[src/rsch_pkg.sv]
// Shared types, widths, constants and helpers of the ray/sphere closest-hit unit.
package rsch_pkg;

	localparam int SPHERE_COUNT = 4;
	localparam int FRAC_BITS    = 16;
	localparam int IDX_W        = (SPHERE_COUNT > 1) ? $clog2(SPHERE_COUNT) : 1;

	localparam int POS_W  = 32;
	localparam int DIST_W = 31;
	localparam int OC_W   = POS_W + 1;
	localparam int MUL_W  = OC_W;
	localparam int PROD_W = 2 * MUL_W;
	localparam int ACC_W  = PROD_W - FRAC_BITS + 3;
	localparam int RAD_W  = 64;
	localparam int ROOT_W = 32;
	localparam int DIVN_W = OC_W + FRAC_BITS;
	localparam int DIVD_W = DIST_W;
	localparam int TENTH_W = 32;

	localparam longint ONE_Q = longint'(1) << FRAC_BITS;
	localparam longint FAR_Q = longint'(1000) << FRAC_BITS;
	localparam logic [DIST_W-1:0] MIN_RESET = DIST_W'((ONE_Q + 50) / 100);
	localparam logic [DIST_W-1:0] MAX_RESET =
		(FAR_Q > longint'(2147483647)) ? {DIST_W{1'b1}} : DIST_W'(FAR_Q);
	localparam logic [TENTH_W-1:0] TENTH_Q = TENTH_W'((ONE_Q + 5) / 10);

	localparam logic OP_LOAD  = 1'b0;
	localparam logic OP_TRACE = 1'b1;

	localparam int CFG_IDX_W = 2;
	localparam logic [CFG_IDX_W-1:0] CFG_MIN_DISTANCE = 2'd0;
	localparam logic [CFG_IDX_W-1:0] CFG_MAX_DISTANCE = 2'd1;

	typedef struct packed {
		logic                     opcode;
		logic [1:0]               sphere_index;
		logic signed [POS_W-1:0]  pos_x;
		logic signed [POS_W-1:0]  pos_y;
		logic signed [POS_W-1:0]  pos_z;
		logic signed [POS_W-1:0]  dir_x;
		logic signed [POS_W-1:0]  dir_y;
		logic signed [POS_W-1:0]  dir_z;
		logic [DIST_W-1:0]        sphere_radius_in;
	} in_item_t;

	typedef struct packed {
		logic              hit;
		logic [1:0]        hit_index;
		logic [DIST_W-1:0] hit_distance;
		logic              edge_res;
	} out_item_t;

	typedef struct packed {
		logic signed [POS_W-1:0] cx;
		logic signed [POS_W-1:0] cy;
		logic signed [POS_W-1:0] cz;
		logic [DIST_W-1:0]       radius;
	} sphere_t;

	typedef struct packed {
		logic              start;
		logic [DIVN_W-1:0] dividend;
		logic [DIVD_W-1:0] divisor;
	} div_req_t;

	typedef struct packed {
		logic              done;
		logic [DIVN_W-1:0] quotient;
	} div_rsp_t;

	typedef struct packed {
		logic             start;
		logic [RAD_W-1:0] radicand;
	} sqrt_req_t;

	typedef struct packed {
		logic              done;
		logic [ROOT_W-1:0] root;
	} sqrt_rsp_t;

	function automatic logic signed [31:0] sat32(input logic signed [ACC_W-1:0] x);
		logic signed [31:0] r;
		if (x > $signed(ACC_W'(32'h7fffffff))) begin
			r = 32'sh7fffffff;
		end else if (x < -$signed(ACC_W'(33'h080000000))) begin
			r = 32'sh80000000;
		end else begin
			r = 32'(x);
		end
		return r;
	endfunction

endpackage

[src/rsch_div.sv]
// Restoring unsigned divider, one quotient bit per cycle.
module rsch_div (
	input  logic               clk,
	input  logic               arst_n,
	input  rsch_pkg::div_req_t req,
	output rsch_pkg::div_rsp_t rsp
);

	localparam int N_W   = rsch_pkg::DIVN_W;
	localparam int D_W   = rsch_pkg::DIVD_W;
	localparam int CNT_W = $clog2(N_W);

	logic             busy_q;
	logic             done_q;
	logic [CNT_W-1:0] cnt_q;
	logic [N_W-1:0]   num_q;
	logic [N_W-1:0]   quo_q;
	logic [D_W-1:0]   rem_q;
	logic [D_W-1:0]   div_q;
	logic [D_W:0]     trial;
	logic [D_W:0]     diff;
	logic             ge;

	assign trial = {rem_q, num_q[N_W-1]};
	assign diff  = trial - {1'b0, div_q};
	assign ge    = (trial >= {1'b0, div_q});

	always_ff @(posedge clk or negedge arst_n) begin
		if (!arst_n) begin
			busy_q <= 1'b0;
			done_q <= 1'b0;
			cnt_q  <= '0;
		end else begin
			done_q <= 1'b0;
			if (req.start) begin
				busy_q <= 1'b1;
				cnt_q  <= '0;
			end else if (busy_q) begin
				cnt_q <= cnt_q + CNT_W'(1);
				if (cnt_q == CNT_W'(N_W - 1)) begin
					busy_q <= 1'b0;
					done_q <= 1'b1;
				end
			end
		end
	end

	always_ff @(posedge clk) begin
		if (req.start) begin
			num_q <= req.dividend;
			div_q <= req.divisor;
			rem_q <= '0;
			quo_q <= '0;
		end else if (busy_q) begin
			num_q <= {num_q[N_W-2:0], 1'b0};
			quo_q <= {quo_q[N_W-2:0], ge};
			rem_q <= ge ? diff[D_W-1:0] : trial[D_W-1:0];
		end
	end

	assign rsp.done     = done_q;
	assign rsp.quotient = quo_q;

endmodule

[config.mk]
export PLATFORM = sky130hd
export DESIGN_NAME = rsch_div
export DESIGN_NICKNAME = d
export VERILOG_FILES = /design/src/rsch_pkg.sv /design/src/rsch_div.sv
export SDC_FILE = /design/constraint.sdc
export NUM_CORES = 1
export LEC_CHECK = 0
export BUFFER_PORTS_ARGS = -buffer_cell sky130_fd_sc_hd__clkbuf_2
export CORE_ASPECT_RATIO = 1.2
export CORE_MARGIN = 3
export CORE_UTILIZATION = 30
export DETAILED_ROUTE_END_ITERATION = 10
export SYNTH_ARGS = -nofsm -noshare
export SYNTH_HDL_FRONTEND = slang
export SYNTH_SLANG_ARGS = --single-unit
[constraint.sdc]
create_clock -name clk -period 3.46 [get_ports clk]
set_input_delay 0.692 -clock clk [delete_from_list [all_inputs] [get_ports clk]]
set_output_delay 0.692 -clock clk [all_outputs]
set_load 0.005 [all_outputs]
======== Yosys cells after proc, flatten, opt, wreduce, memory -nomap -nowiden ========
Cells that the tools add are included.
storage, ports and cells
  bits in registers ....................... 168
  output and inout port bits .............. 50
operators by class
  add/sub/neg operators ................... 2
  magnitude comparators ................... 1
  equality and inequality tests ........... 1
  muxes and demuxes ....................... 11
  reductions and logical operators ........ 1
operators by type and width
  operator             number
  $mux 49              2
  $ge 32x31->1         1
  $mux 31              1
  $sub 31x31->31       1
  $mux 6               2
  $add 6x1->6 const B  1
  $eq 6x6->1 const B   1
  $mux 1               6
  $reduce_bool 2->1    1

======== Longest topological paths before layout ========
  word-level depth ........................ 4
  gate-level depth with buffers ........... 13
  gate-level depth less buffers ........... 12

======== Worst setup path after synthesis ========
Ideal clock, no wire load.
  path kind ............................... in2reg
  from .................................... input req[80] in the netlist's numbering
  to ...................................... register num_q[0] (enable)
  data arrival time ....................... 2.348 ns
  slack ................................... 0.709 ns
  cell stages on the path ................. 4
  cell sequence ........................... clkbuf_1 > clkbuf_1 > nor2_1 > inv_1
between the ends
  cells in the longest elaborated chain, start to end .. 1
RTL lines
  what                                line            text
  start, declared                     rsch_div.sv:5   input rsch_pkg::div_req_t req,
  $reduce_bool 2->1 (no source line)  n/a
  end signal, assigned                rsch_div.sv:50  num_q <= req.dividend;
  end signal, assigned                rsch_div.sv:55  num_q <= {num_q[N_W-2:0], 1'b0};
  end, declared                       rsch_div.sv:16  logic [N_W-1:0] num_q;
No other way between the ends.
A chain may end at the register's enable or synchronous reset.

======== Worst setup path in the final report ========
  from .................................... register num_q[48]
  to ...................................... register rem_q[28]
between the ends
  cells in the longest elaborated chain, start to end .. 2
RTL lines
  what                                                   line                            text
  $sub 31x31->31 / $ge 32x31->1 (equally long branches)  rsch_div.sv:25, rsch_div.sv:26
  $mux 31 (*)                                            rsch_div.sv:57                  rem_q <= ge ? diff[D_W-1:0] : trial[D_W-1:0];
  end signal, assigned                                   rsch_div.sv:57
  end, declared                                          rsch_div.sv:18                  logic [D_W-1:0] rem_q;
Mark *: on every way between the ends. The rest lies on a longest branch, timed or not.

==> results.json <==
{
  "outcome": "completed",
  "grt_first_pass_wirelength_mm": 30.8,
  "clock_skew_ps": 10.5,
  "regToRegStartpoint": "num_q[48]$_DFFE_PP_",
  "cts.sinks": 168,
  "path_class": "reg -> reg",
  "worst_pin_slew_ps": 862,
  "io_buffers": 132,
  "cts_buffer_depth": 2,
  "vdd_ir_drop_max_uv": 342,
  "synth.top_cells.by_count": "103 x nor2_1, 80 x dfxtp_1, 80 x edfxtp_1",
  "setup_viol": 0,
  "drv_cap": 0,
  "crit_family": "simple AND/OR/NAND/NOR gates",
  "wl_per_cell_um": 15.4,
  "critPathLaunchType": "flop",
  "required_ps": 3730,
  "dieWidth_um": 157,
  "fmax_mhz": 338,
  "seq_area_frac_synth_pct": 50.9,
  "cts_hold_buf": 0,
  "ys_top_cells_by_area": "edfxtp_1 29%, dfxtp_1 19%, mux2i_1 8.0%",
  "syn2layout_area_growth_pct": 19.4,
  "synthDistinctLibCells": 60,
  "netlist_area_mm2": 0.00826,
  "r2r_cells": 12,
  "reg2reg_slack_ps": 500,
  "synth.most_common_cell": "nor2_1",
  "crit_path_max_incr_delay_ps": 410,
  "synthCells": 760,
  "p_leak_nw": 4.42,
  "synth_edf_count": 80,
  "die_area_mm2": 0.0296,
  "dpl.hpwl_mm": 13.3,
  "crit_arrival_ps": 3230,
  "clock-root-buffer": "clkbuf_16",
  "drive_above_1_share_pct": 26.7,
  "cts.clk_slew.worst_paths_ps": 70,
  "initial_core_util_pct": 31.0,
  "fin_nets": 999,
  "die_h_um": 188,
  "worst-path-max-fanout": 21,
  "grt_max_degree": 56,
  "max-slew-margin-rel_pct": 42.5,
  "fin_crit_sh_pct": 85.5,
  "synth_area_leader_cell": "edfxtp_1",
  "fillers": 2658,
  "worstHoldPathType": "in -> async",
  "cp_num_buf_inv": 2,
  "min_period_ps": 2960,
  "pin_count": 133,
  "grt_overflow_total": 0,
  "post-cts-setup-buffers": 0,
  "ys_warn_count": 0,
  "cp-startpoint": "num_q[48]$_DFFE_PP_",
  "core.rowCount": 65,
  "drc_errors": 0,
  "antenna_left": 0,
  "syn_nets": 877,
  "p_per_area_mw_per_mm2": 454,
  "num_antenna_cells": 0,
  "design_area_mm2": 0.00986,
  "finalPower_w": 0.00448,
  "ys_ff_latch": 168,
  "routed_wl_mm": 18.9,
  "tns_ps": 0,
  "core-area_mm2": 0.0267,
  "cts_tree": "yes",
  "dr.first_iter.drc_count": 250,
  "cts_resized": 0,
  "gp_congestion": 0.880,
  "grt_util_all_layers_pct": 13.0,
  "seqCellArea_mm2": 0.00421,
  "cts_max_level": 4,
  "maxSlewViolCount": 0,
  "r2r-end": "rem_q[28]$_SDFFE_PP0P_",
  "cp.depth": 12,
  "antenna_found_initial": 0,
  "cp_slowest_cell": "nor2_4",
  "grt_pass1_vias": 5985,
  "viasPerCell": 4.85,
  "rsz0062_at_grt": "no",
  "critPathCapture": "rem_q[28]$_SDFFE_PP0P_",
  "via_count": 5962,
  "place_area_mm2": 0.00927,
  "hold_viol_final": 0,
  "multiInputGateArea_mm2": 0.00373,
  "worstSkewPairLatency_ps": 430,
  "first_pass_iters": 5,
  "path_cells": "inv_1 -> ha_1 -> fa_1 -> nor2b_1 -> o31a_1 -> o31ai_1 -> a31oi_2 -> nor3_4 -> nor2_4 -> buf_12 -> mux2i_1 -> a211oi_1",
  "async_reset_ff_share_pct": 4.76,
  "synth.top_cell.area_share_pct": 29.1,
  "syn-mean-instance-area_um2": 10.9,
  "cts_made_buffers": 17,
  "yosys_most_used_dff": "edfxtp_1",
  "critPathCaptureType": "flop"
}
-- worst min path at each step --
stage	endpoint	depth (start not counted)	slack, ps	startpoint
3_3_place_gp	rem_q[17]$_SDFFE_PP0P_	2	460	rem_q[17]$_SDFFE_PP0P_
5_1_grt	cnt_q[0]$_DFFE_PN0P_	1	100	arst_n
2_1_floorplan	busy_q$_DFF_PN0_	0	400	arst_n
6_report	cnt_q[0]$_DFFE_PN0P_	1	100	arst_n
3_5_place_dp	rem_q[17]$_SDFFE_PP0P_	2	470	rem_q[17]$_SDFFE_PP0P_
4_1_cts	cnt_q[0]$_DFFE_PN0P_	1	90	arst_n
-- report_power, final --
part | internal [W] | total, W | switching, W
clock network | 0.00109 | 0.00192 | 0.000827
registers | 0.00219 | 0.00222 | 0.0000291
logic | 0.000167 | 0.000348 | 0.000182
total | 0.00344 | 0.00448 | 0.00104
-- registers in the layout, indices dropped and copies added (netlist names) --
signal / flops
quo_q: 49
cnt_q: 6
rem_q: 31
div_q: 31
busy_q: 1
num_q: 49
done_q: 1
-- kinds of logic (layout without fill, tap and decap cells) --
family / Yosys count / in the layout / share of synthesized area [%]
DFF: 168 / 168 / 50.9
muxes: 115 / 115 / 14.7
AOI/OAI and AO/OA: 136 / 136 / 11.1
buffers and inverters: 78 / 213 / 3.86
xor gates and xnor gates: 30 / 30 / 3.18
and+or+nand+nor: 199 / 199 / 11.0
adders and majority gates: 34 / 34 / 5.24
-- cells in the final DEF, fill, tap and decap left out, types with 7 or more instances in the layout --
cell type	instances
a211oi_1	14
a21o_1	8
a21oi_1	23
a311oi_1	13
a31oi_1	7
buf_4	11
clkbuf_16	19
clkbuf_2	132
dfrtp_1	7
dfxtp_1	80
edfxtp_1	80
ha_1	33
inv_1	36
mux2_2	48
mux2i_1	66
nand2_1	37
nand3_1	11
nand4_1	7
nor2_1	103
nor3_1	9
o21a_1	10
o21ai_0	24
o21ai_1	12
xnor2_1	15
xor2_1	15
-- layer usage --
metal	global-route usage (%)	vias up	share of wire (%)
met5	0	-	0
met4	4.04	0	1.8
met3	4.89	21	6.6
met2	21.3	130	48
met1	15.9	2823	43
li1	-	2988	-
-- stage by stage --
stage / utilization, % / setup WS, ps / hold WS [ps] / instances
floorplan: - / 709 / 396 / 760
global placement: 34.8 / 582 / 463 / 1198
detailed placement: 34.8 / 517 / 468 / 1198
CTS: 37.0 / 505 / 93.1 / 1230
global route: 37.0 / 204 / 99.5 / 1230
finish: 37.0 / 502 / 101 / 1230
-- area by class of cell --
class | instances | share of cell area (%)
timing repair buffer | 144 | 7.80
clock buffer | 20 | 4.87
inverter | 37 | 1.41
sequential | 168 | 42.7
tap | 335 | 4.25
multi-input combinational | 514 | 37.9
clock inverter | 12 | 1.10
Note: power is estimated with default switching activity, not from simulation.
