===== src/rsch_pkg.sv =====
// Shared types, widths, constants and helpers of the ray/sphere closest-hit unit.
package rsch_pkg;

	localparam int SPHERE_COUNT = 4;
	localparam int FRAC_BITS    = 16;
	localparam int IDX_W        = (SPHERE_COUNT > 1) ? $clog2(SPHERE_COUNT) : 1;

	localparam int POS_W  = 32;
	localparam int DIST_W = 31;
	localparam int OC_W   = POS_W + 1;
	localparam int MUL_W  = OC_W;
	localparam int PROD_W = 2 * MUL_W;
	localparam int ACC_W  = PROD_W - FRAC_BITS + 3;
	localparam int RAD_W  = 64;
	localparam int ROOT_W = 32;
	localparam int DIVN_W = OC_W + FRAC_BITS;
	localparam int DIVD_W = DIST_W;
	localparam int TENTH_W = 32;

	localparam longint ONE_Q = longint'(1) << FRAC_BITS;
	localparam longint FAR_Q = longint'(1000) << FRAC_BITS;
	localparam logic [DIST_W-1:0] MIN_RESET = DIST_W'((ONE_Q + 50) / 100);
	localparam logic [DIST_W-1:0] MAX_RESET =
		(FAR_Q > longint'(2147483647)) ? {DIST_W{1'b1}} : DIST_W'(FAR_Q);
	localparam logic [TENTH_W-1:0] TENTH_Q = TENTH_W'((ONE_Q + 5) / 10);

	localparam logic OP_LOAD  = 1'b0;
	localparam logic OP_TRACE = 1'b1;

	localparam int CFG_IDX_W = 2;
	localparam logic [CFG_IDX_W-1:0] CFG_MIN_DISTANCE = 2'd0;
	localparam logic [CFG_IDX_W-1:0] CFG_MAX_DISTANCE = 2'd1;

	typedef struct packed {
		logic                     opcode;
		logic [1:0]               sphere_index;
		logic signed [POS_W-1:0]  pos_x;
		logic signed [POS_W-1:0]  pos_y;
		logic signed [POS_W-1:0]  pos_z;
		logic signed [POS_W-1:0]  dir_x;
		logic signed [POS_W-1:0]  dir_y;
		logic signed [POS_W-1:0]  dir_z;
		logic [DIST_W-1:0]        sphere_radius_in;
	} in_item_t;

	typedef struct packed {
		logic              hit;
		logic [1:0]        hit_index;
		logic [DIST_W-1:0] hit_distance;
		logic              edge_res;
	} out_item_t;

	typedef struct packed {
		logic signed [POS_W-1:0] cx;
		logic signed [POS_W-1:0] cy;
		logic signed [POS_W-1:0] cz;
		logic [DIST_W-1:0]       radius;
	} sphere_t;

	typedef struct packed {
		logic              start;
		logic [DIVN_W-1:0] dividend;
		logic [DIVD_W-1:0] divisor;
	} div_req_t;

	typedef struct packed {
		logic              done;
		logic [DIVN_W-1:0] quotient;
	} div_rsp_t;

	typedef struct packed {
		logic             start;
		logic [RAD_W-1:0] radicand;
	} sqrt_req_t;

	typedef struct packed {
		logic              done;
		logic [ROOT_W-1:0] root;
	} sqrt_rsp_t;

	function automatic logic signed [31:0] sat32(input logic signed [ACC_W-1:0] x);
		logic signed [31:0] r;
		if (x > $signed(ACC_W'(32'h7fffffff))) begin
			r = 32'sh7fffffff;
		end else if (x < -$signed(ACC_W'(33'h080000000))) begin
			r = 32'sh80000000;
		end else begin
			r = 32'(x);
		end
		return r;
	endfunction

endpackage


===== src/rsch_sphere_ram.sv =====
// Sphere table memory: one write port, one registered read port.
module rsch_sphere_ram (
	input  logic                      clk,
	input  logic                      wr_en,
	input  logic [rsch_pkg::IDX_W-1:0] wr_addr,
	input  rsch_pkg::sphere_t         wr_data,
	input  logic                      rd_en,
	input  logic [rsch_pkg::IDX_W-1:0] rd_addr,
	output rsch_pkg::sphere_t         rd_data
);

	rsch_pkg::sphere_t mem [rsch_pkg::SPHERE_COUNT];

	always_ff @(posedge clk) begin
		if (wr_en) begin
			mem[wr_addr] <= wr_data;
		end
	end

	always_ff @(posedge clk) begin
		if (rd_en) begin
			rd_data <= mem[rd_addr];
		end
	end

endmodule


===== config.mk =====
export PLATFORM = sky130hd
export DESIGN_NAME = rsch_sphere_ram
export DESIGN_NICKNAME = d
export VERILOG_FILES = /design/src/rsch_pkg.sv /design/src/rsch_sphere_ram.sv
export SDC_FILE = /design/constraint.sdc
export NUM_CORES = 1
export LEC_CHECK = 0
export ABC_AREA = 1
export ABC_CLOCK_PERIOD_IN_PS = 11100
export BUFFER_PORTS_ARGS = -buffer_cell sky130_fd_sc_hd__buf_2
export CORE_MARGIN = 1.5
export CORE_UTILIZATION = 45
export DETAILED_ROUTE_END_ITERATION = 8
export GPL_TIMING_DRIVEN = 0
export PLACE_DENSITY = 0.67
export SLEW_MARGIN = 20
export SYNTH_ARGS = -nofsm -noshare
export SYNTH_HDL_FRONTEND = slang
export SYNTH_SLANG_ARGS = --single-unit

===== constraint.sdc =====
create_clock -name clk -period 11.1 [get_ports clk]
set_input_delay 1.11 -clock clk [delete_from_list [all_inputs] [get_ports clk]]
set_output_delay 1.11 -clock clk [all_outputs]
set_load 0.01 [all_outputs]

* Yosys cells after proc, flatten, opt, wreduce, memory -nomap -nowiden
Memory sizes are Yosys's and may differ from the RTL's. A register that Yosys moved wholly into a read port is not among the register bits. Cells that the tools add are included.
Storage, ports and cells: input port bits 134, bits in registers 0, memory bits (writable) 508, memories kept 1
Memory list:
- mem | words 4, bits a word 127, read ports 1, clocked after memory_dff 1, write ports 1, RTL line rsch_sphere_ram.sv:12 | rsch_pkg::sphere_t mem [rsch_pkg::SPHERE_COUNT];
Cells by class: multiplexer cells 2
Operator list (count):
- $mux 1 | 2

* Logic depth before layout (Yosys ltp)
Gate-level depths: netlist of the first run.
depth in word-level cells 2, mapped depth 7, gate-level depth less buffers 4

* Least setup slack after synthesis of the first run
Ideal clock, no wire load.
path kind input port to flip-flop, from input wr_addr[1] (netlist bit), to memory mem[0][0] (netlist bit) (enable), required time 10330 ps, slack 454 ps, data arrival time 9876 ps, stages 1, cell sequence nor3_1
RTL lines:
- start: declaration | RTL line rsch_sphere_ram.sv:5 | input logic [rsch_pkg::IDX_W-1:0] wr_addr,
- end: declaration | RTL line rsch_sphere_ram.sv:12
No word-level cell before the write port.

* Final worst setup path of the first run
from input wr_addr[0] (netlist bit), to memory mem[1][113] (netlist bit) (enable)
No word-level cell before the write port.

==> run metrics, run 1 <==
Starting Density=45.6%; Final Critical Period=2.67 ns; DRT iter0 DRCs=1,018; H-tree level count=3; CP Capture Type=flop; Post-CTS Setup Repair Bufs=0; full die area=0.0572 mm^2; initial antenna violation count=12; chip height=239 um; vias=15,700; number of global-route vias before repair=15,700; worst skew pair latency=0.58 ns; Hold Path End=rd_data[123]; WL final=57,000 um; Hold Crit Class=reg2reg; Power Density=176 mW/mm^2; Post-Place Cell Area=0.0280 mm^2; clock root cell=clkbuf_16; TritonCTS clock tree=built; Final Hold Fails=0; CP cell instances=buf_2, inv_1, nor3_2, buf_4, buf_4, buf_4, buf_4, buf_6, buf_4, buf_6; Num CTS Buffers=67; register area share after synthesis=75.9%; Synth Area in Compound Gates=0%; Die W=239 um; DRT Pass-1 Iters=5; Tcrit/Tclk final=24.1%; Max Fclk=374 MHz; # rows=86; nets@finish=2,664; R2R setup slack=10.18 ns; Max Cap Viol=0; worst reg2reg path depth=4; Adder-Cell Fraction of Synth Area=0%; placed cells=3,209; Leak=13.6 nW; Fill cells=4,565; Worst Path Class, Setup=in2reg; Finished Layout Cells=3,334; unrepaired setup endpoints after global routing=false; Ports=261; Routed Antenna Nets=0; Max Root-Sink Buffers=3; Max Transition Viols Final=0; GRT Total Usage=20.1%; Worst Tran Pin Value=0.643 ns; HPWL Detailed=38,500 um; largest net degree at the start of global routing=75; Worst Hold Path Cells=4; # hold bufs at CTS=0; status=finished clean; post-synth cell types=11; routed len/inst=17.1 um; core area=0.0551 mm^2; TNS Setup=0 ns; sum of buffers and inverters on the critical path=9; delay-heaviest family, CP=buffers and inverters; net count after synthesis=2,258; buffers added on ports=260; Synth Area in XOR/XNOR=0%; final setup violation count=0; Synth Area in Simple Gates=14.6%; CP max stage cell=nor3_2; total grt overflow=0; Pwr Total=5.32 mW; RR Startpoint=mem[1][53]; most used cell, CP=buf_4; CP max stage delay=0.31 ns; arrival time worst endpoint=2.96 ns; maximum VDD drop=0.000126 V; Hold Crit Start=mem[0][123]; Post-Synthesis Cell Area=0.0251 mm^2; cell count after synthesis=2,124; Reg clk slew, reported paths=0.06 ns; Synth Warn #=0; RR Endpoint=rd_data[53]; DRC errors left=0; post-CTS sizing=0; first-pass GRT wire length=86,500 um; number of synthesized register bits=635; Slew HR=57.1%; Max FO, Critical Path=8; count of clock tree sinks=635; Worst setup SP type=primary input; gpl congestion=0.783; main combinational cell family by area after synthesis=simple AND/OR/NAND/NOR gates; proportion of layout cells with a drive suffix above 1=19.6%; syn_area_per_cell=11.8 um^2; post-DR vias/cell=4.69; Setup Skew=0.00902 ns; mux share of post-synthesis cell area=0%; required time worst endpoint=11.39 ns; Area Growth Syn to Fin=20.1%; final instance area=0.0302 mm^2
==> flip-flops by register name, summed over array words and instances, names as in the netlist <==
register and flops:
mem 508, rd_data 127
==> area by class of cell <==
type | instances | area [um^2] | area share [%]
clock buffers | 77 | 1760 | 5.83
multi-input cells | 893 | 3690 | 12.3
diodes | 6 | 15.0 | 0.0498
repair buffers | 337 | 1980 | 6.57
well taps | 748 | 936 | 3.10
clock inverters | 42 | 339 | 1.12
flip-flops and latches | 635 | 19100 | 63.2
plain buffers | 83 | 438 | 1.45
inverters | 513 | 1930 | 6.39
==> worst register-to-register path, delay by kind of cell, from the launching register on <==
family / cells / cell delay [ns]
buffers and inverters: 1 / 0.07
DFF: 1 / 0.37
and+or+nand+nor: 3 / 0.21
==> how the worst max path moves through the flow <==
stage	from	end	slack [ns]	depth (start not counted)
floorplan	wr_addr[1]	mem[0][0]	0.45	1
global placement	wr_en	mem[1][111]	-7.63	3
detailed placement	wr_addr[0]	mem[1][111]	7.82	10
CTS	wr_addr[0]	mem[1][113]	8.44	10
global route	wr_addr[0]	mem[1][115]	8.33	10
finish	wr_addr[0]	mem[1][113]	8.43	10
==> cell usage after synthesis <==
cell type	instances	area [um^2]
edfxtp_1	635	19100
nand2_1	635	2380
inv_1	511	1920
nand3_1	254	1270
buf_2	50	250
buf_4	15	113
buf_1	9	33.8
clkbuf_1	8	30.0
nor3_1	4	20.0
inv_2	2	7.51
buf_6	1	11.3
==> power breakdown <==
part / internal (mW) / total [mW] / switching (mW)
combinational: 0.122 / 0.362 / 0.240
sequential: 2.79 / 2.82 / 0.0334
clock: 1.25 / 2.14 / 0.887
total: 4.16 / 5.32 / 1.16
==> per-stage QoR <==
stage / setup WS, ns / hold WS (ns) / util (%)
after floorplan: 0.454 / 0.574 / -
after global placement: -7.63 / 0.592 / 49.6
after detailed placement: 7.82 / 0.599 / 50.9
after CTS: 8.44 / 0.608 / 54.7
after global routing: 8.33 / 0.643 / 54.7
final: 8.43 / 0.606 / 54.7
==> kinds of logic (layout without fill, tap and decap cells) <==
kind of cell | count (synthesis) | after routing
DFF | 635 | 635
buffers and inverters | 596 | 1052
other | 0 | 6
and+or+nand+nor | 893 | 893
==> layout by cell type, fill, tap and decap left out, drive strengths merged <==
cell	instances
buf	412
edfxtp	635
clkinvlp	4
clkinv	31
diode	6
inv	515
nand3	254
bufinv	5
clkbuf	85
nor3	4
nand2	635
==> per-layer routing <==
layer / share of wire, % / global-route usage (%) / up-vias
met2: 51 / 35.0 / 439
li1: - / - / 7582
met4: 2.1 / 6.89 / 12
met5: 0.14 / 0 / -
met1: 40 / 24.5 / 7516
met3: 6.9 / 4.67 / 101
No activity file was read; power rests on OpenSTA's default activity.
==> run 2, diff against run 1 <==
--- a/config.mk
+++ b/config.mk
@@ -6,13 +6,13 @@
 export NUM_CORES = 1
 export LEC_CHECK = 0
 export ABC_AREA = 1
-export ABC_CLOCK_PERIOD_IN_PS = 11100
+export ABC_CLOCK_PERIOD_IN_PS = 2700
 export BUFFER_PORTS_ARGS = -buffer_cell sky130_fd_sc_hd__buf_2
 export CORE_MARGIN = 1.5
 export CORE_UTILIZATION = 45
 export DETAILED_ROUTE_END_ITERATION = 8
 export GPL_TIMING_DRIVEN = 0
-export PLACE_DENSITY = 0.67
+export PLACE_DENSITY = 0.65
 export SLEW_MARGIN = 20
 export SYNTH_ARGS = -nofsm -noshare
 export SYNTH_HDL_FRONTEND = slang
==> constraint.sdc (replaced) <==
create_clock -name clk -period 2.7 [get_ports clk]
set_input_delay 0.27 -clock clk [delete_from_list [all_inputs] [get_ports clk]]
set_output_delay 0.27 -clock clk [all_outputs]
set_load 0.01 [all_outputs]
==> run 2 against run 1 <==
  * Sequential share of layout area down 3.0 points
  * Combinational power increased to 4.6 times the previous value
  * Worst setup slack got worse by 7.4 ns
  * Cell area increased by 4.9%
  * Critical path depth fell by 3
  * Final cell count is 3.1% higher
  * Wire length increased by 4.1%
  * Clock skew increased by 0.0059 ns
  * Sequential cell count stayed put
  * Largest power group unchanged
==> run metrics, run 2 (synthesis gave the netlist of run 1 again) <==
status=finished clean (unchanged); post-route setup slack=1.05 ns (was 8.43 ns); Worst Path Class, Setup=in2reg (unchanged); top flop regs=mem: 508 flops, rd_data: 127 flops (unchanged); # rows=86 (unchanged); Largest Register=mem (unchanged); routed len/inst=17.3 um (was 17.1 um); worst reg2reg path depth=4 (unchanged); DRC errors left=0 (unchanged); Worst Tran Pin Value=0.767 ns (was 0.643 ns); maximum VDD drop=0.000552 V (was 0.000126 V); nets@finish=2,765 (was 2,664); CP cell instances=buf_2, inv_1, nor3_4, buf_8, buf_8, buf_8, buf_8 (was buf_2, inv_1, nor3_2, buf_4, buf_4, buf_4, buf_4, buf_6, buf_4, buf_6); TNS Setup=0 ns (unchanged); proportion of layout cells with a drive suffix above 1=17.6% (was 19.6%); Max Fclk=605 MHz; Ports=261 (unchanged); Starting Density=45.6% (unchanged); pre-CTS setup slack=0.396 ns (was 7.82 ns); Power Density=707 mW/mm^2 (was 176 mW/mm^2); commonest cells after routing, fill and taps aside=nand2_1, edfxtp_1, inv_1, buf_2, nand3_1 (unchanged); required time worst endpoint=2.99 ns (was 11.39 ns); CP max stage delay=0.63 ns (was 0.31 ns); Pwr Total=22.4 mW (was 5.32 mW); GRT met2 Usage=36.2% (was 35.0%); full die area=0.0572 mm^2 (unchanged); Max Cap Viol=0 (unchanged); Reg clk slew, reported paths=0.06 ns (about the same); number of global-route vias before repair=16,500 (was 15,700); largest net degree at the start of global routing=70 (was 75); Die W=239 um (unchanged); count of clock tree sinks=635 (unchanged); final setup violation count=0 (unchanged); Max Transition Viols Final=0 (unchanged); gpl congestion=0.773 (was 0.783); arrival time worst endpoint=1.94 ns (was 2.96 ns); Hold Crit Class=in2reg (was reg2reg); Largest register FFs=508 (unchanged); DRT iter0 DRCs=1,022 (was 1,018); met3 Use GR=3.94% (was 4.67%); RR Startpoint=mem[3][36] (was mem[1][53]); Final Hold Fails=0 (unchanged); Routed Antenna Nets=0 (unchanged); core area=0.0551 mm^2 (unchanged); post-DR vias/cell=4.73 (was 4.69); clock root cell=clkbuf_16 (unchanged); Worst setup SP type=primary input (unchanged); TritonCTS clock tree=built (unchanged); H-tree level count=3 (unchanged); most used cell, CP=buf_8 (was buf_4); HPWL Detailed=38,100 um (was 38,500 um); Area Growth Syn to Fin=26.0% (was 20.1%); total grt overflow=0 (unchanged); area occupied by multi-input gates=0.00372 mm^2 (was 0.00369 mm^2); Finished Layout Cells=3,439 (was 3,334); CP max stage cell=nor3_4 (was nor3_2); initial antenna violation count=9 (was 12); Max FO, Critical Path=13 (was 8); Leak=14.1 nW (was 13.6 nW); Slew HR=48.7% (was 57.1%); Setup Skew=0.0149 ns (was 0.00902 ns); placed cells=3,181 (was 3,209); final core occ=57.4% (was 54.7%); Fill cells=4,387 (was 4,565); first-pass GRT wire length=90,300 um (was 86,500 um); worst skew pair latency=0.60 ns (was 0.58 ns); Hold Path End=mem[2][43] (was rd_data[123]); DRT Pass-1 Iters=6 (was 5); R2R setup slack=1.77 ns (was 10.18 ns); GRT Max-Usage Layer=met2 (unchanged); register area=0.0191 mm^2 (unchanged); WL final=59,400 um (was 57,000 um); GRT Total Usage=21.0% (was 20.1%); Max Root-Sink Buffers=3 (unchanged); Tcrit/Tclk final=61.3%; chip height=239 um (unchanged); buffers added on ports=260 (unchanged); RR Endpoint=rd_data[36] (was rd_data[53]); GR Layer Usage met1=26.6% (was 24.5%); Final Critical Period=1.65 ns; Hold Crit Start=wr_addr[0] (was mem[0][123]); Worst Hold Path Cells=2 (was 4); CP Capture Type=flop (unchanged); Num CTS Buffers=69 (was 67); unrepaired setup endpoints after global routing=false (unchanged); vias=16,300 (was 15,700)
## run 2: area by class of cell
class	count	share of cell area (%)
Sequential cell	635	60.3
Multi-Input combinational cell	893	11.8
Timing Repair Buffer	436	10.6
Inverter	513	6.09
Clock buffer	91	5.99
Tap cell	748	2.96
Buffer	83	1.38
Clock inverter	31	0.874
Antenna cell	9	0.0712
## run 2: worst max-delay path, delay by kind of cell
family	cells	cell delay, ns
buffers and inverters	6	1.02
and+or+nand+nor	1	0.63
## run 2: repair_timing
action,4_1_cts,5_1_grt
endpoints found under the setup margin,0,0
resized for setup,0,0
hold buffers,127,0
endpoints found under the hold margin,508,0
buffers inserted,0,0
## run 2: per-stage QoR
step / hold WS (ns) / cell area (um^2)
floorplan: 0.369 / 25200
CTS: 0.0761 / 31600
detailed placement: 0.484 / 28200
global route: 0.106 / 31600
finish: 0.111 / 31600
global placement: 0.479 / 27400
## run 2: how the worst max path moves through the flow
stage	endpoint	slack, ns	cells past startpoint	start
3_5_place_dp	mem[0][88]	0.40	7	wr_en
6_report	mem[0][71]	1.05	7	wr_en
3_3_place_gp	mem[1][88]	-4.10	3	wr_addr[0]
2_1_floorplan	mem[0][0]	-1.17	2	wr_en
5_1_grt	mem[0][71]	0.95	7	wr_en
4_1_cts	mem[0][71]	1.03	7	wr_en
## run 2: report_power, final
group          switching, mW  internal (mW)  total (mW)  leakage [nW]
registers              0.142           11.5        11.6          5.91
clock network           3.67           5.41        9.07          1.06
logic                   1.04          0.638        1.68          7.13
## run 2: metal layers
| metal | vias up | part of all wire, % |
|---|---|---|
| met3 | 92 | 6.6 |
| met1 | 7898 | 41 |
| met4 | 10 | 2.0 |
| met5 | - | 0.11 |
| li1 | 7797 | - |
| met2 | 479 | 50 |
