File: config.mk
export PLATFORM = sky130hd
export DESIGN_NAME = rsch_sqrt
export DESIGN_NICKNAME = d
export VERILOG_FILES = /design/src/rsch_pkg.sv /design/src/rsch_sqrt.sv
export SDC_FILE = /design/constraint.sdc
export NUM_CORES = 1
export LEC_CHECK = 0
export ABC_CLOCK_PERIOD_IN_PS = 2530
export CAP_MARGIN = 40
export CORE_MARGIN = 5
export CORE_UTILIZATION = 55
export DETAILED_ROUTE_END_ITERATION = 10
export DONT_BUFFER_PORTS = 1
export GPL_ROUTABILITY_DRIVEN = 0
export GPL_TIMING_DRIVEN = 1
export PLACE_DENSITY = 0.73
export SYNTH_ARGS = -nofsm -noshare
export SYNTH_HDL_FRONTEND = slang
export SYNTH_SLANG_ARGS = --single-unit
File: constraint.sdc
create_clock -name clk -period 2.53 [get_ports clk]
set_clock_uncertainty 0.1 [all_clocks]
set_input_delay 0.3795 -clock clk [delete_from_list [all_inputs] [get_ports clk]]
set_output_delay 0.3795 -clock clk [all_outputs]
set_load 0.02 [all_outputs]
File: src/rsch_pkg.sv
// Shared types, widths, constants and helpers of the ray/sphere closest-hit unit.
package rsch_pkg;

	localparam int SPHERE_COUNT = 4;
	localparam int FRAC_BITS    = 16;
	localparam int IDX_W        = (SPHERE_COUNT > 1) ? $clog2(SPHERE_COUNT) : 1;

	localparam int POS_W  = 32;
	localparam int DIST_W = 31;
	localparam int OC_W   = POS_W + 1;
	localparam int MUL_W  = OC_W;
	localparam int PROD_W = 2 * MUL_W;
	localparam int ACC_W  = PROD_W - FRAC_BITS + 3;
	localparam int RAD_W  = 64;
	localparam int ROOT_W = 32;
	localparam int DIVN_W = OC_W + FRAC_BITS;
	localparam int DIVD_W = DIST_W;
	localparam int TENTH_W = 32;

	localparam longint ONE_Q = longint'(1) << FRAC_BITS;
	localparam longint FAR_Q = longint'(1000) << FRAC_BITS;
	localparam logic [DIST_W-1:0] MIN_RESET = DIST_W'((ONE_Q + 50) / 100);
	localparam logic [DIST_W-1:0] MAX_RESET =
		(FAR_Q > longint'(2147483647)) ? {DIST_W{1'b1}} : DIST_W'(FAR_Q);
	localparam logic [TENTH_W-1:0] TENTH_Q = TENTH_W'((ONE_Q + 5) / 10);

	localparam logic OP_LOAD  = 1'b0;
	localparam logic OP_TRACE = 1'b1;

	localparam int CFG_IDX_W = 2;
	localparam logic [CFG_IDX_W-1:0] CFG_MIN_DISTANCE = 2'd0;
	localparam logic [CFG_IDX_W-1:0] CFG_MAX_DISTANCE = 2'd1;

	typedef struct packed {
		logic                     opcode;
		logic [1:0]               sphere_index;
		logic signed [POS_W-1:0]  pos_x;
		logic signed [POS_W-1:0]  pos_y;
		logic signed [POS_W-1:0]  pos_z;
		logic signed [POS_W-1:0]  dir_x;
		logic signed [POS_W-1:0]  dir_y;
		logic signed [POS_W-1:0]  dir_z;
		logic [DIST_W-1:0]        sphere_radius_in;
	} in_item_t;

	typedef struct packed {
		logic              hit;
		logic [1:0]        hit_index;
		logic [DIST_W-1:0] hit_distance;
		logic              edge_res;
	} out_item_t;

	typedef struct packed {
		logic signed [POS_W-1:0] cx;
		logic signed [POS_W-1:0] cy;
		logic signed [POS_W-1:0] cz;
		logic [DIST_W-1:0]       radius;
	} sphere_t;

	typedef struct packed {
		logic              start;
		logic [DIVN_W-1:0] dividend;
		logic [DIVD_W-1:0] divisor;
	} div_req_t;

	typedef struct packed {
		logic              done;
		logic [DIVN_W-1:0] quotient;
	} div_rsp_t;

	typedef struct packed {
		logic             start;
		logic [RAD_W-1:0] radicand;
	} sqrt_req_t;

	typedef struct packed {
		logic              done;
		logic [ROOT_W-1:0] root;
	} sqrt_rsp_t;

	function automatic logic signed [31:0] sat32(input logic signed [ACC_W-1:0] x);
		logic signed [31:0] r;
		if (x > $signed(ACC_W'(32'h7fffffff))) begin
			r = 32'sh7fffffff;
		end else if (x < -$signed(ACC_W'(33'h080000000))) begin
			r = 32'sh80000000;
		end else begin
			r = 32'(x);
		end
		return r;
	endfunction

endpackage

File: src/rsch_sqrt.sv
// Integer square root, two radicand bits (one root bit) per cycle.
module rsch_sqrt (
	input  logic                clk,
	input  logic                arst_n,
	input  rsch_pkg::sqrt_req_t req,
	output rsch_pkg::sqrt_rsp_t rsp
);

	localparam int R_W   = rsch_pkg::RAD_W;
	localparam int Q_W   = rsch_pkg::ROOT_W;
	localparam int CNT_W = $clog2(Q_W);

	logic             busy_q;
	logic             done_q;
	logic [CNT_W-1:0] cnt_q;
	logic [R_W-1:0]   rad_q;
	logic [Q_W-1:0]   root_q;
	logic [Q_W:0]     rem_q;
	logic [Q_W+2:0]   trial_rem;
	logic [Q_W+2:0]   trial;
	logic [Q_W+2:0]   diff;
	logic             ge;

	assign trial_rem = {rem_q, rad_q[R_W-1:R_W-2]};
	assign trial     = {1'b0, root_q, 2'b01};
	assign diff      = trial_rem - trial;
	assign ge        = (trial_rem >= trial);

	always_ff @(posedge clk or negedge arst_n) begin
		if (!arst_n) begin
			busy_q <= 1'b0;
			done_q <= 1'b0;
			cnt_q  <= '0;
		end else begin
			done_q <= 1'b0;
			if (req.start) begin
				busy_q <= 1'b1;
				cnt_q  <= '0;
			end else if (busy_q) begin
				cnt_q <= cnt_q + CNT_W'(1);
				if (cnt_q == CNT_W'(Q_W - 1)) begin
					busy_q <= 1'b0;
					done_q <= 1'b1;
				end
			end
		end
	end

	always_ff @(posedge clk) begin
		if (req.start) begin
			rad_q  <= req.radicand;
			root_q <= '0;
			rem_q  <= '0;
		end else if (busy_q) begin
			rad_q  <= {rad_q[R_W-3:0], 2'b00};
			root_q <= {root_q[Q_W-2:0], ge};
			rem_q  <= ge ? diff[Q_W:0] : trial_rem[Q_W:0];
		end
	end

	assign rsp.done = done_q;
	assign rsp.root = root_q;

endmodule

---- Word level (Yosys, flattened, before mapping) ----
Cells that the tools add are included.
storage, ports and cells
  output and inout port bits .............. 33
  bits in registers ....................... 136
  logic and storage cells ................. 22
operators by class
  mux-type cells .......................... 11
  reduce and logical (&&, ||, !) cells .... 1
  $add $sub $neg .......................... 2
  equality and inequality tests ........... 1
  $lt $le $gt $ge ......................... 1
operator list
  kind                                          count
  2-to-1 mux 64 bit                             2
  >= comparator 35 x 34 -> 1 bit                1
  2-to-1 mux 33 bit                             1
  subtractor 33 bit                             1
  2-to-1 mux 5 bit                              2
  2-to-1 mux 1 bit                              6
  adder 5 x 1 -> 5 bit (second input constant)  1
  == test 5 bit (second input constant)         1
  nonzero test 2 bit                            1

---- Longest topological paths before layout ----
Gate-level depths: netlist of the first run.
  depth in word-level cells ............... 4
  gate-level depth with buffers ........... 14
  depth with buffers taken out ............ 11

---- Worst setup path before layout of the first run ----
No wires, ideal clock.
  path kind ............................... register -> register
  start ................................... register root_q[18]
  end ..................................... register rem_q[9]
  arrival time ............................ 2645 ps
  required time ........................... 2344 ps
  clock period less this slack ............ 2830 ps
  cell stages (with the launch flop) ...... 15
  setup time .............................. 86 ps
  slack ................................... -300 ps
  cell sequence ........................... dfxtp_1 -> inv_1 -> ha_1 -> buf_6 -> a21o_1 -> a21oi_1 -> o211ai_1 -> a31o_1 -> a31oi_2 -> nand2_2 -> a31o_1 -> buf_6 -> buf_12 -> mux2i_1 -> a211oi_1
between the ends
  cells in the longest elaborated chain, start to end .. 2
ends and longest elaborated chain
  what                            RTL line         text
  from (decl)                     rsch_sqrt.sv:17  logic [Q_W-1:0] root_q;
  from (signal assigned)          rsch_sqrt.sv:56  root_q <= {root_q[Q_W-2:0], ge};
  >= comparator 35 x 34 -> 1 bit  rsch_sqrt.sv:27  assign ge = (trial_rem >= trial);
  2-to-1 mux 33 bit               rsch_sqrt.sv:57  rem_q <= ge ? diff[Q_W:0] : trial_rem[Q_W:0];
  to (signal assigned)            rsch_sqrt.sv:57
  to (decl)                       rsch_sqrt.sv:18  logic [Q_W:0] rem_q;
Every way passes these cells.
A chain may end at the register's enable or synchronous reset.

---- Final worst setup path of the first run ----
  start ................................... register root_q[18]
  end ..................................... register rem_q[21]
between the ends
  cells in the longest elaborated chain, start to end .. 2
  elaborated cells on any way between the ends .. 3
ends and longest elaborated chain
  what                                                                 RTL line
  subtractor 33 bit or >= comparator 35 x 34 -> 1 bit (tied branches)  rsch_sqrt.sv:26, rsch_sqrt.sv:27
  2-to-1 mux 33 bit *                                                  rsch_sqrt.sv:57
Mark *: on every way between the ends. The rest lies on a longest branch, timed or not.

==> flow_summary_export.csv, run 1 <==
group,metric,value,unit
cts,cts_tree,"yes",
power_and_ir_drop,vdd_drop_max,722,uV
floorplan,coreArea,0.0133,mm2
final_layout,drive_gt1_frac,0.392,
sta,finalSetupViolCount,19,
power_and_ir_drop,p_leak,4.16,nW
final_layout,area_delta_synth_final,29.2,%
sta,tightestPinTransition,0.804,ns
floorplan,die_area,0.0160,mm2
outcome,violations,"negative setup slack",
power_and_ir_drop,power_density,1250,mW/mm2
synthesis,netlist_area,0.00749,mm2
place,placed_cell_area,0.00851,mm2
routing,wl_per_cell,17.5,um
power_and_ir_drop,cellInternalPower,7.59,mW
cts,numCtsBuffers,17,
routing,finalWirelength,17600,um
final_layout,antenna_cells,0,
final_layout,seqCellArea,0.00344,mm2
power_and_ir_drop,sw_frac_of_total,0.370,
floorplan,io_pins,100,
global_routing,grt_pass1_wl,28500,um
global_routing,antenna_found_initial,0,
synthesis,yosysTopAreaCellShare,0.257,
min_path,hold_path_class,"primary input to flop",
floorplan,die_w,127,um
critical_path,critPathMaxStageDelay,0.36,ns
sta,timing.hold.ws,0.0319,ns
routing,dr.pass1.iters,5,
synthesis,seq_area_frac_synth,0.454,
critical_path,crit_chain,"inv_4, ha_4, a21o_1, a21oi_2, o211ai_1, a31o_1, a31oi_2, nand2_2, a31o_4, buf_6, buf_4, mux2i_2, a211oi_1",
sta,finalHoldViolCount,0,
synthesis,synth_largest_area_cell,"edfxtp_1",
critical_path,crit_path_max_fanout,6,
synthesis,synthArstFlopShare,0.0515,
synthesis,synth.net_count,813,
final_layout,fillers,888,
final_layout,final_cell_area,0.00967,mm2
sta,fin_ws,-0.0711,ns
synthesis,synth_cell_types,59,
critical_path,crit_required,2.77,ns
cts,htreeDepth,4,
place,port_buffers,0,
sta,fin_crit_sh,1.03,
power_and_ir_drop,power_frac_seq,0.238,
global_routing,overflow,0,
global_routing,grt.total_usage,0.216,
routing,drtIter0Drc,366,
power_and_ir_drop,p_switching,4.45,mW
cts,clockRootBuffer,"clkbuf_16",
sta,maxSlewViolCount,0,
cts,cts_sinks,136,
synthesis,ys_warn_count,0,
synthesis,synth_top_cells_by_area,"edfxtp_1 26%, dfxtp_1 17%, mux2_2 9.3%",
power_and_ir_drop,pwr-share-clk,0.203,
global_routing,grt_pass1_vias,5883,
power_and_ir_drop,total_power,12.0,mW
sta,period_minus_slack,2.60,ns
critical_path,worstSetupEndpointType,"flop",
routing,vias_per_cell,5.71,
flow_run,drv_cap,0,
routing,route.detailed.drc,0,
place,hpwl,11600,um
cts,cts.clk_slew.worst_paths,0.06,ns
floorplan,die_y,127,um
sta,relSlewSlack,0.464,
sta,rsz0062_at_grt,"true",
synthesis,ys.flop_type,"dfxtp_1",
final_layout,finish.utilization,0.728,
floorplan,start_util,0.563,
synthesis,synth-seq-cells,136,
critical_path,worstPathArrival,2.84,ns
critical_path,slowest_stage,"dfxtp_4",
cts,cts_buffer_depth,2,
global_routing,grt_max_degree,101,
synthesis,synthCells,710,
critical_path,rrSetupSlack,-0.07,ns
final_layout,multi_input_area,0.00422,mm2
routing,num_vias,5743,
final_layout,layout.nets,920,
critical_path,cp-start-kind,"flop",
cts,clock_latency,0.42,ns
synthesis,postSynthAreaPerCell,10.5,um2
outcome,outcome,"finished with violations",
sta,fmaxAchievable,384,MHz
floorplan,row_count,42,
power_and_ir_drop,combPwrFrac,0.559,
critical_path,worstSetupPathType,"flop to flop",
synthesis,synth-edff-count,64,
routing,ant_nets,0,
-- kinds of logic after synthesis --
logic type / after synthesis / share of synthesized area
buf+inv: 83 / 0.0495
mux: 119 / 0.169
xor+xnor: 28 / 0.0327
fa+ha+maj: 36 / 0.0602
compound gates: 146 / 0.132
flops: 136 / 0.454
simple gates: 162 / 0.102
-- per-stage QoR --
stage | instances | worst slack [ns] | TNS (ns)
after floorplan | 710 | -0.0933 | -0.967
after global placement | 955 | -0.0971 | -0.754
after detailed placement | 955 | -0.270 | -1.58
after CTS | 998 | -0.0549 | -0.232
after global routing | 1006 | -0.217 | -4.19
final | 1006 | -0.0711 | -0.795
-- cell usage after synthesis, types with 3 or more instances --
library cell,number
mux2_2,62
clkbuf_1,23
ha_1,36
o21ai_0,14
o22ai_1,4
nand3_1,9
a21o_1,14
xnor2_1,21
nor2_1,90
nor2b_1,7
o21bai_1,4
mux2i_1,57
a21oi_1,37
and2_1,4
a21boi_0,3
xor2_1,7
o221ai_1,3
inv_1,47
a211oi_1,24
o211ai_1,5
and3_1,4
edfxtp_1,64
nand4_1,6
o31ai_1,4
nand2b_1,9
dfxtp_1,65
o21a_1,8
dfrtp_1,7
nand2_1,17
a31oi_1,5
buf_1,4
a311oi_1,5
-- final timing paths --
kind,from,to,cells after the start
worst max-delay path,root_q[18],rem_q[21],13
worst min-delay path,req[64],rem_q[31],1
worst max register to register,root_q[18],rem_q[21],13
worst min register to register,rem_q[32],rem_q[32],2
max in group asynchronous,arst_n,busy_q,1
min in group asynchronous,arst_n,cnt_q[1],1
-- cells in the final DEF, fill, tap and decap left out, types with 8 or more instances in the layout --
| cell type | n |
|---|---|
| nand3_1 | 8 |
| nand2b_1 | 9 |
| mux2i_1 | 53 |
| clkbuf_16 | 17 |
| xnor2_1 | 21 |
| edfxtp_1 | 64 |
| mux2_2 | 62 |
| inv_1 | 37 |
| ha_4 | 18 |
| nor2_1 | 87 |
| a21o_1 | 14 |
| nand2_1 | 15 |
| o21a_1 | 8 |
| buf_4 | 110 |
| dfxtp_1 | 40 |
| a21oi_2 | 9 |
| inv_2 | 8 |
| a211oi_1 | 19 |
| o21ai_0 | 8 |
| ha_1 | 17 |
| a21oi_1 | 27 |
| dfxtp_2 | 21 |
-- sequential cells by signal, indices dropped and copies added, names as in the netlist --
register,count
busy_q,1
cnt_q,5
done_q,1
rad_q,64
rem_q,33
root_q,32
-- routing by layer --
layer | part of all wire | global-route usage | up-vias
met4 | 0.012 | 0.0562 | 0
met5 | 0 | 0 | -
li1 | - | - | 2779
met2 | 0.52 | 0.377 | 134
met3 | 0.055 | 0.0731 | 23
met1 | 0.41 | 0.255 | 2807
-- cell type report --
class,instances,share of cell area
clock buffers,17,0.0440
inverters,47,0.0189
repair buffers,124,0.106
flip-flops and latches,136,0.356
clock inverters,15,0.0166
multi-input cells,491,0.436
well taps,176,0.0228
-- power by group through the flow --
stage	clock, mW	sequential, mW	combinational [mW]
final	2.44	2.87	6.74
after global routing	2.59	2.90	7.28
after CTS	2.48	2.84	5.95
after detailed placement	0	2.87	5.44
after global placement	0	2.85	5.31
after floorplan	0	2.86	3.89
-- critical path: cells and delay by family (launching register included) --
family          cells  cell delay (ns)
flops               1             0.36
mux                 1             0.14
simple gates        1             0.09
compound gates      7             1.31
fa+ha+maj           1             0.20
buf+inv             3             0.32
-- repair_timing --
action / CTS / global route
setup buffers: 7 / 8
pin swaps: 21 / 34
hold buffers: 4 / 0
setup endpoints to repair: 28 / 34
cloned: 0 / 0
endpoints found under the hold margin: 72 / 0
resized for setup: 30 / 56
No activity file was read; power rests on OpenSTA's default activity.
==> run 2, diff against run 1 <==
Settings changed: ABC_CLOCK_PERIOD_IN_PS 2530 to 2600, PLACE_DENSITY 0.73 to 0.7.
Clock period 2.53 ns to 2.6 ns, I/O delays scaled along.
==> flow_summary_export.csv, run 2 (synthesis gave the netlist of run 1 again) <==
group,metric,value,unit
global_routing,grt_max_degree,76,
global_routing,grt_pass1_vias,5739,
critical_path,worstPathArrival,2.81,ns
critical_path,crit_chain,"inv_2, ha_4, a21o_1, a21oi_2, o211ai_1, a31o_1, a31oi_2, nand2_2, a31o_4, buf_4, mux2i_2, a211oi_2",
sta,fmaxAchievable,380,MHz
critical_path,worstSetupPathType,"flop to flop",
floorplan,die_w,127,um
critical_path,rr_worst_depth,12,
critical_path,worstSetupEndpointType,"flop",
sta,period_minus_slack,2.63,ns
outcome,violations,"negative setup slack",
cts,htreeDepth,4,
sta,maxSlewViolCount,0,
sta,tightestPinTransition,0.828,ns
floorplan,die_area,0.0160,mm2
floorplan,start_util,0.563,
routing,finalWirelength,17000,um
final_layout,final_cell_area,0.00931,mm2
global_routing,grt_pass1_wl,27400,um
final_layout,fin_cells,986,
cts,cts_sinks,136,
critical_path,slowest_stage,"dfxtp_4",
cts,cts_tree,"yes",
power_and_ir_drop,vdd_drop_max,732,uV
cts,numCtsBuffers,17,
sta,rsz0062_at_grt,"true",
final_layout,drive_gt1_frac,0.341,
final_layout,layout.nets,900,
critical_path,critPathTopFamily,"compound AO/OA/AOI/OAI gates",
min_path,hold_path_class,"primary input to flop",
power_and_ir_drop,total_power,11.1,mW
place,port_buffers,0,
final_layout,largest_reg_flops,64,
routing,drtIter0Drc,469,
global_routing,antenna_found_initial,0,
routing,vias_per_cell,5.69,
floorplan,row_count,42,
routing,num_vias,5609,
final_layout,final_common_cell,"buf_4",
routing,wl_per_cell,17.2,um
sta,finalSetupViolCount,12,
routing,route.detailed.drc,0,
critical_path,crit_path_max_fanout,4,
cts,cts.clk_slew.worst_paths,0.06,ns
global_routing,grt.total_usage,0.208,
routing,ant_nets,0,
critical_path,critPathMaxStageDelay,0.34,ns
power_and_ir_drop,p_leak,4.00,nW
place,placed_cell_area,0.00829,mm2
floorplan,io_pins,100,
routing,dr.pass1.iters,4,
final_layout,fillers,981,
floorplan,die_y,127,um
floorplan,coreArea,0.0133,mm2
critical_path,crit_required,2.77,ns
power_and_ir_drop,power_density,1190,mW/mm2
sta,relSlewSlack,0.448,
global_routing,overflow,0,
place,dp_worst_setup_slack,-0.0641,ns
critical_path,critPathBufInv,2,
sta,fin_ws,-0.0332,ns
final_layout,final_cell_mix,"97 x buf_4, 88 x nor2_1, 64 x edfxtp_1, 62 x mux2_2, 56 x mux2i_1",
final_layout,top_regs,"rad_q (64), rem_q (33), root_q (32)",
sta,finalHoldViolCount,0,
min_path,hold_depth,1,
final_layout,antenna_cells,0,
flow_run,drv_cap,0,
outcome,outcome,"finished with violations",
cts,clock_latency,0.42,ns
critical_path,cp-start-kind,"flop",
sta,fin_crit_sh,1.01,
cts,clockRootBuffer,"clkbuf_16",
place,hpwl,11500,um
place,dp.cells,942,
final_layout,finish.utilization,0.700,
critical_path,path_depth,12,
final_layout,area_delta_synth_final,24.3,%
final_layout,max_flop_register,"rad_q",
cts,cts_buffer_depth,2,
==> run 2: cell types whose count changed in the layout (fill, tap and decap cells not counted), sizes merged <==
cell,change
buf,-19
inv,-4
clkinv,+1
clkbuf,+3
dlygate4sd3,-2
clkinvlp,+1
==> run 2: cell type report <==
type / instances / area [um2] / share of cell area
clock buffers: 19 / 433 / 0.0465
flip-flops and latches: 136 / 3430 / 0.368
well taps: 176 / 220 / 0.0237
repair buffers: 104 / 845 / 0.0907
inverters: 47 / 180 / 0.0194
clock inverters: 13 / 125 / 0.0134
multi-input cells: 491 / 4080 / 0.438
==> run 2: worst paths after layout <==
check / start / to / slack, ns
setup / recovery: root_q[18] / rem_q[18] / -0.03
hold / removal: req[64] / rem_q[23] / 0.07
setup reg to reg: root_q[18] / rem_q[18] / -0.03
hold reg to reg: rem_q[22] / rem_q[22] / 0.41
max in group asynchronous: arst_n / busy_q / 1.93
min in group asynchronous: arst_n / cnt_q[4] / 0.19
==> run 2: report_power, final <==
group	total, mW	switching, mW	internal (mW)	leakage (nW)
logic	6.01	2.94	3.07	2.42
registers	2.78	0.203	2.58	1.31
clock network	2.28	0.951	1.33	0.265
==> run 2: repair_timing <==
action / in CTS / in global routing
pin swaps: 15 / 37
buffers inserted: 3 / 6
hold buffers: 2 / 0
cloned: 0 / 1
endpoints found under the setup margin: 32 / 32
resized for setup: 11 / 45
endpoints found under the hold margin: 72 / 0
==> run 2: worst reg2reg max path: stages (launching register included) <==
cell and delay [ns]:
dfxtp_4 0.34, inv_2 0.06, ha_4 0.20, a21o_1 0.18, a21oi_2 0.17, o211ai_1 0.11, a31o_1 0.26, a31oi_2 0.19
nand2_2 0.12, a31o_4 0.27, buf_4 0.16, mux2i_2 0.21, a211oi_2 0.10
==> run 2: stage by stage <==
step / hold WS [ns] / setup TNS (ns)
finish: 0.0697 / -0.161
global route: 0.0367 / -2.49
CTS: 0.0183 / 0
detailed placement: -0.00516 / -0.641
global placement: -0.00515 / 0
floorplan: -0.00559 / -0.0233
==> run 2: metal layers <==
metal | part of all wire | vias up | global-route usage | wire length (um)
met3 | 0.050 | 17 | 0.0546 | 840
met4 | 0.012 | 0 | 0.0694 | 206
met1 | 0.43 | 2720 | 0.253 | 7270
met2 | 0.51 | 124 | 0.359 | 8640
li1 | - | 2748 | - | -
met5 | 0 | - | 0 | 0
==> run 3, diff against run 2 <==
Settings changed: CORE_UTILIZATION 55 to 60, PLACE_DENSITY 0.7 to 0.76.
==> flow_summary_export.csv, run 3 (synthesis gave the netlist of run 1 again) <==
group,metric,value,unit
cts,htreeDepth,4,
sta,fin_crit_sh,1.02,
critical_path,worstSetupEndpointType,"flop",
global_routing,grt_pass1_vias,5682,
critical_path,rrSetupSlack,-0.06,ns
final_layout,largest_reg_flops,64,
global_routing,grt.total_usage,0.234,
sta,finalSetupViolCount,6,
flow_run,drv_cap,0,
floorplan,die_w,122,um
place,dp.cells,923,
place,dp_worst_setup_slack,-0.100,ns
final_layout,final_cell_area,0.00906,mm2
final_layout,layout.nets,884,
sta,fmaxAchievable,376,MHz
critical_path,rr_worst_depth,12,
final_layout,drive_gt1_frac,0.314,
routing,ant_nets,0,
place,port_buffers,0,
cts,clock_latency,0.42,ns
critical_path,reg2reg_from,"root_q[9]",
critical_path,worstSetupPathType,"flop to flop",
cts,clockRootBuffer,"clkbuf_16",
global_routing,overflow,0,
global_routing,met2_usage,0.399,
min_path,min_to,"rem_q[23]",
final_layout,fin_cells,962,
global_routing,grtUsageMet3,0.0729,
place,hpwl,11200,um
routing,route.detailed.drc,0,
min_path,hold_depth,1,
floorplan,row_count,40,
outcome,outcome,"finished with violations",
cts,numCtsBuffers,17,
floorplan,start_util,0.618,
floorplan,die_y,122,um
power_and_ir_drop,total_power,10.7,mW
routing,vias_per_cell,5.85,
critical_path,crit_path_max_fanout,6,
sta,period_minus_slack,2.66,ns
sta,timing.hold.ws,0.0651,ns
final_layout,fillers,830,
critical_path,worstPathArrival,2.89,ns
global_routing,grt_busiest_layer,"met2",
min_path,hold_path_class,"primary input to flop",
cts,cts_buffer_depth,2,
power_and_ir_drop,p_leak,3.90,nW
final_layout,top_regs,"rad_q (64), rem_q (33), root_q (32)",
sta,relSlewSlack,0.466,
place,placed_cell_area,0.00819,mm2
final_layout,max_flop_register,"rad_q",
sta,maxSlewViolCount,0,
floorplan,coreArea,0.0121,mm2
critical_path,cp-start-kind,"flop",
final_layout,area_delta_synth_final,21.0,%
global_routing,antenna_found_initial,0,
power_and_ir_drop,power_density,1180,mW/mm2
critical_path,crit_required,2.83,ns
global_routing,grt_pass1_wl,27700,um
cts,cts_tree,"yes",
global_routing,use_met1,0.277,
outcome,violations,"negative setup slack",
floorplan,die_area,0.0148,mm2
cts,cts_sinks,136,
sta,finalHoldViolCount,0,
global_routing,grt_max_degree,76,
cts,cts.clk_slew.worst_paths,0.06,ns
routing,num_vias,5624,
power_and_ir_drop,vdd_drop_max,617,uV
final_layout,final_cell_mix,"88 x nor2_1, 81 x buf_4, 64 x edfxtp_1, 62 x mux2_2, 55 x mux2i_1",
sta,rsz0062_at_grt,"true",
sta,fin_ws,-0.0586,ns
routing,wl_per_cell,17.6,um
routing,finalWirelength,17000,um
floorplan,io_pins,100,
final_layout,antenna_cells,0,
final_layout,final_common_cell,"nor2_1",
critical_path,reg2reg_to,"rem_q[24]",
routing,dr.pass1.iters,5,
sta,tightestPinTransition,0.801,ns
min_path,holdCritStartpoint,"req[64]",
routing,drtIter0Drc,439,
## run 3: how the worst max path moves through the flow
stage,depth (start not counted),startpoint,slack (ns),end
after floorplan,14,root_q[18],-0.02,rem_q[9]
after global placement,11,rem_q[18],-0.03,rem_q[20]
after detailed placement,11,root_q[26],-0.1,rem_q[24]
after CTS,12,root_q[10],0.007,rem_q[3]
after global routing,12,root_q[9],-0.18,rem_q[24]
final,12,root_q[9],-0.06,rem_q[24]
## run 3: timing repair
item,CTS,global route
hold buffers,2,0
cloned,0,0
setup endpoints to repair,33,34
pin swaps,6,21
endpoints found under the hold margin,72,0
resized for setup,21,28
buffers inserted,2,3
## run 3: area by class of cell
type | instances | area (um2) | share of cell area
inverter | 47 | 180 | 0.0199
clock inverter | 14 | 126 | 0.0139
multi-input combinational | 491 | 3980 | 0.439
timing repair buffer | 88 | 711 | 0.0784
clock buffer | 18 | 429 | 0.0474
sequential | 136 | 3430 | 0.379
tap | 168 | 210 | 0.0232
## run 3: worst max-delay path: stages (launching register included)
cell and delay (ns):
dfxtp_1 0.33, inv_1 0.05, ha_1 0.31, nand2_1 0.13, nor2_2 0.13, and4_1 0.24
a31oi_1 0.11, o21ai_2 0.33, buf_4 0.19, a21oi_1 0.06, a31oi_1 0.17, nand4_1 0.15
a311oi_1 0.29
## run 3: routing by layer
metal	vias to the layer above	wire length (um)
met4	0	306
met3	33	937
met2	162	8660
met5	-	0
li1	2709	-
met1	2720	7060
## run 3: power breakdown
| group | internal, mW | switching [mW] | leakage [nW] |
|---|---|---|---|
| clock | 1.32 | 0.932 | 0.260 |
| combinational | 2.79 | 2.85 | 2.33 |
| sequential | 2.58 | 0.204 | 1.31 |
| total | 6.69 | 3.99 | 3.90 |
## run 3: through the flow
stage,utilization,setup TNS [ns]
after detailed placement,0.676,-1.52
after CTS,0.735,0
final,0.748,-0.141
after global routing,0.748,-3.19
after floorplan,-,-0.0233
after global placement,0.676,-0.0491
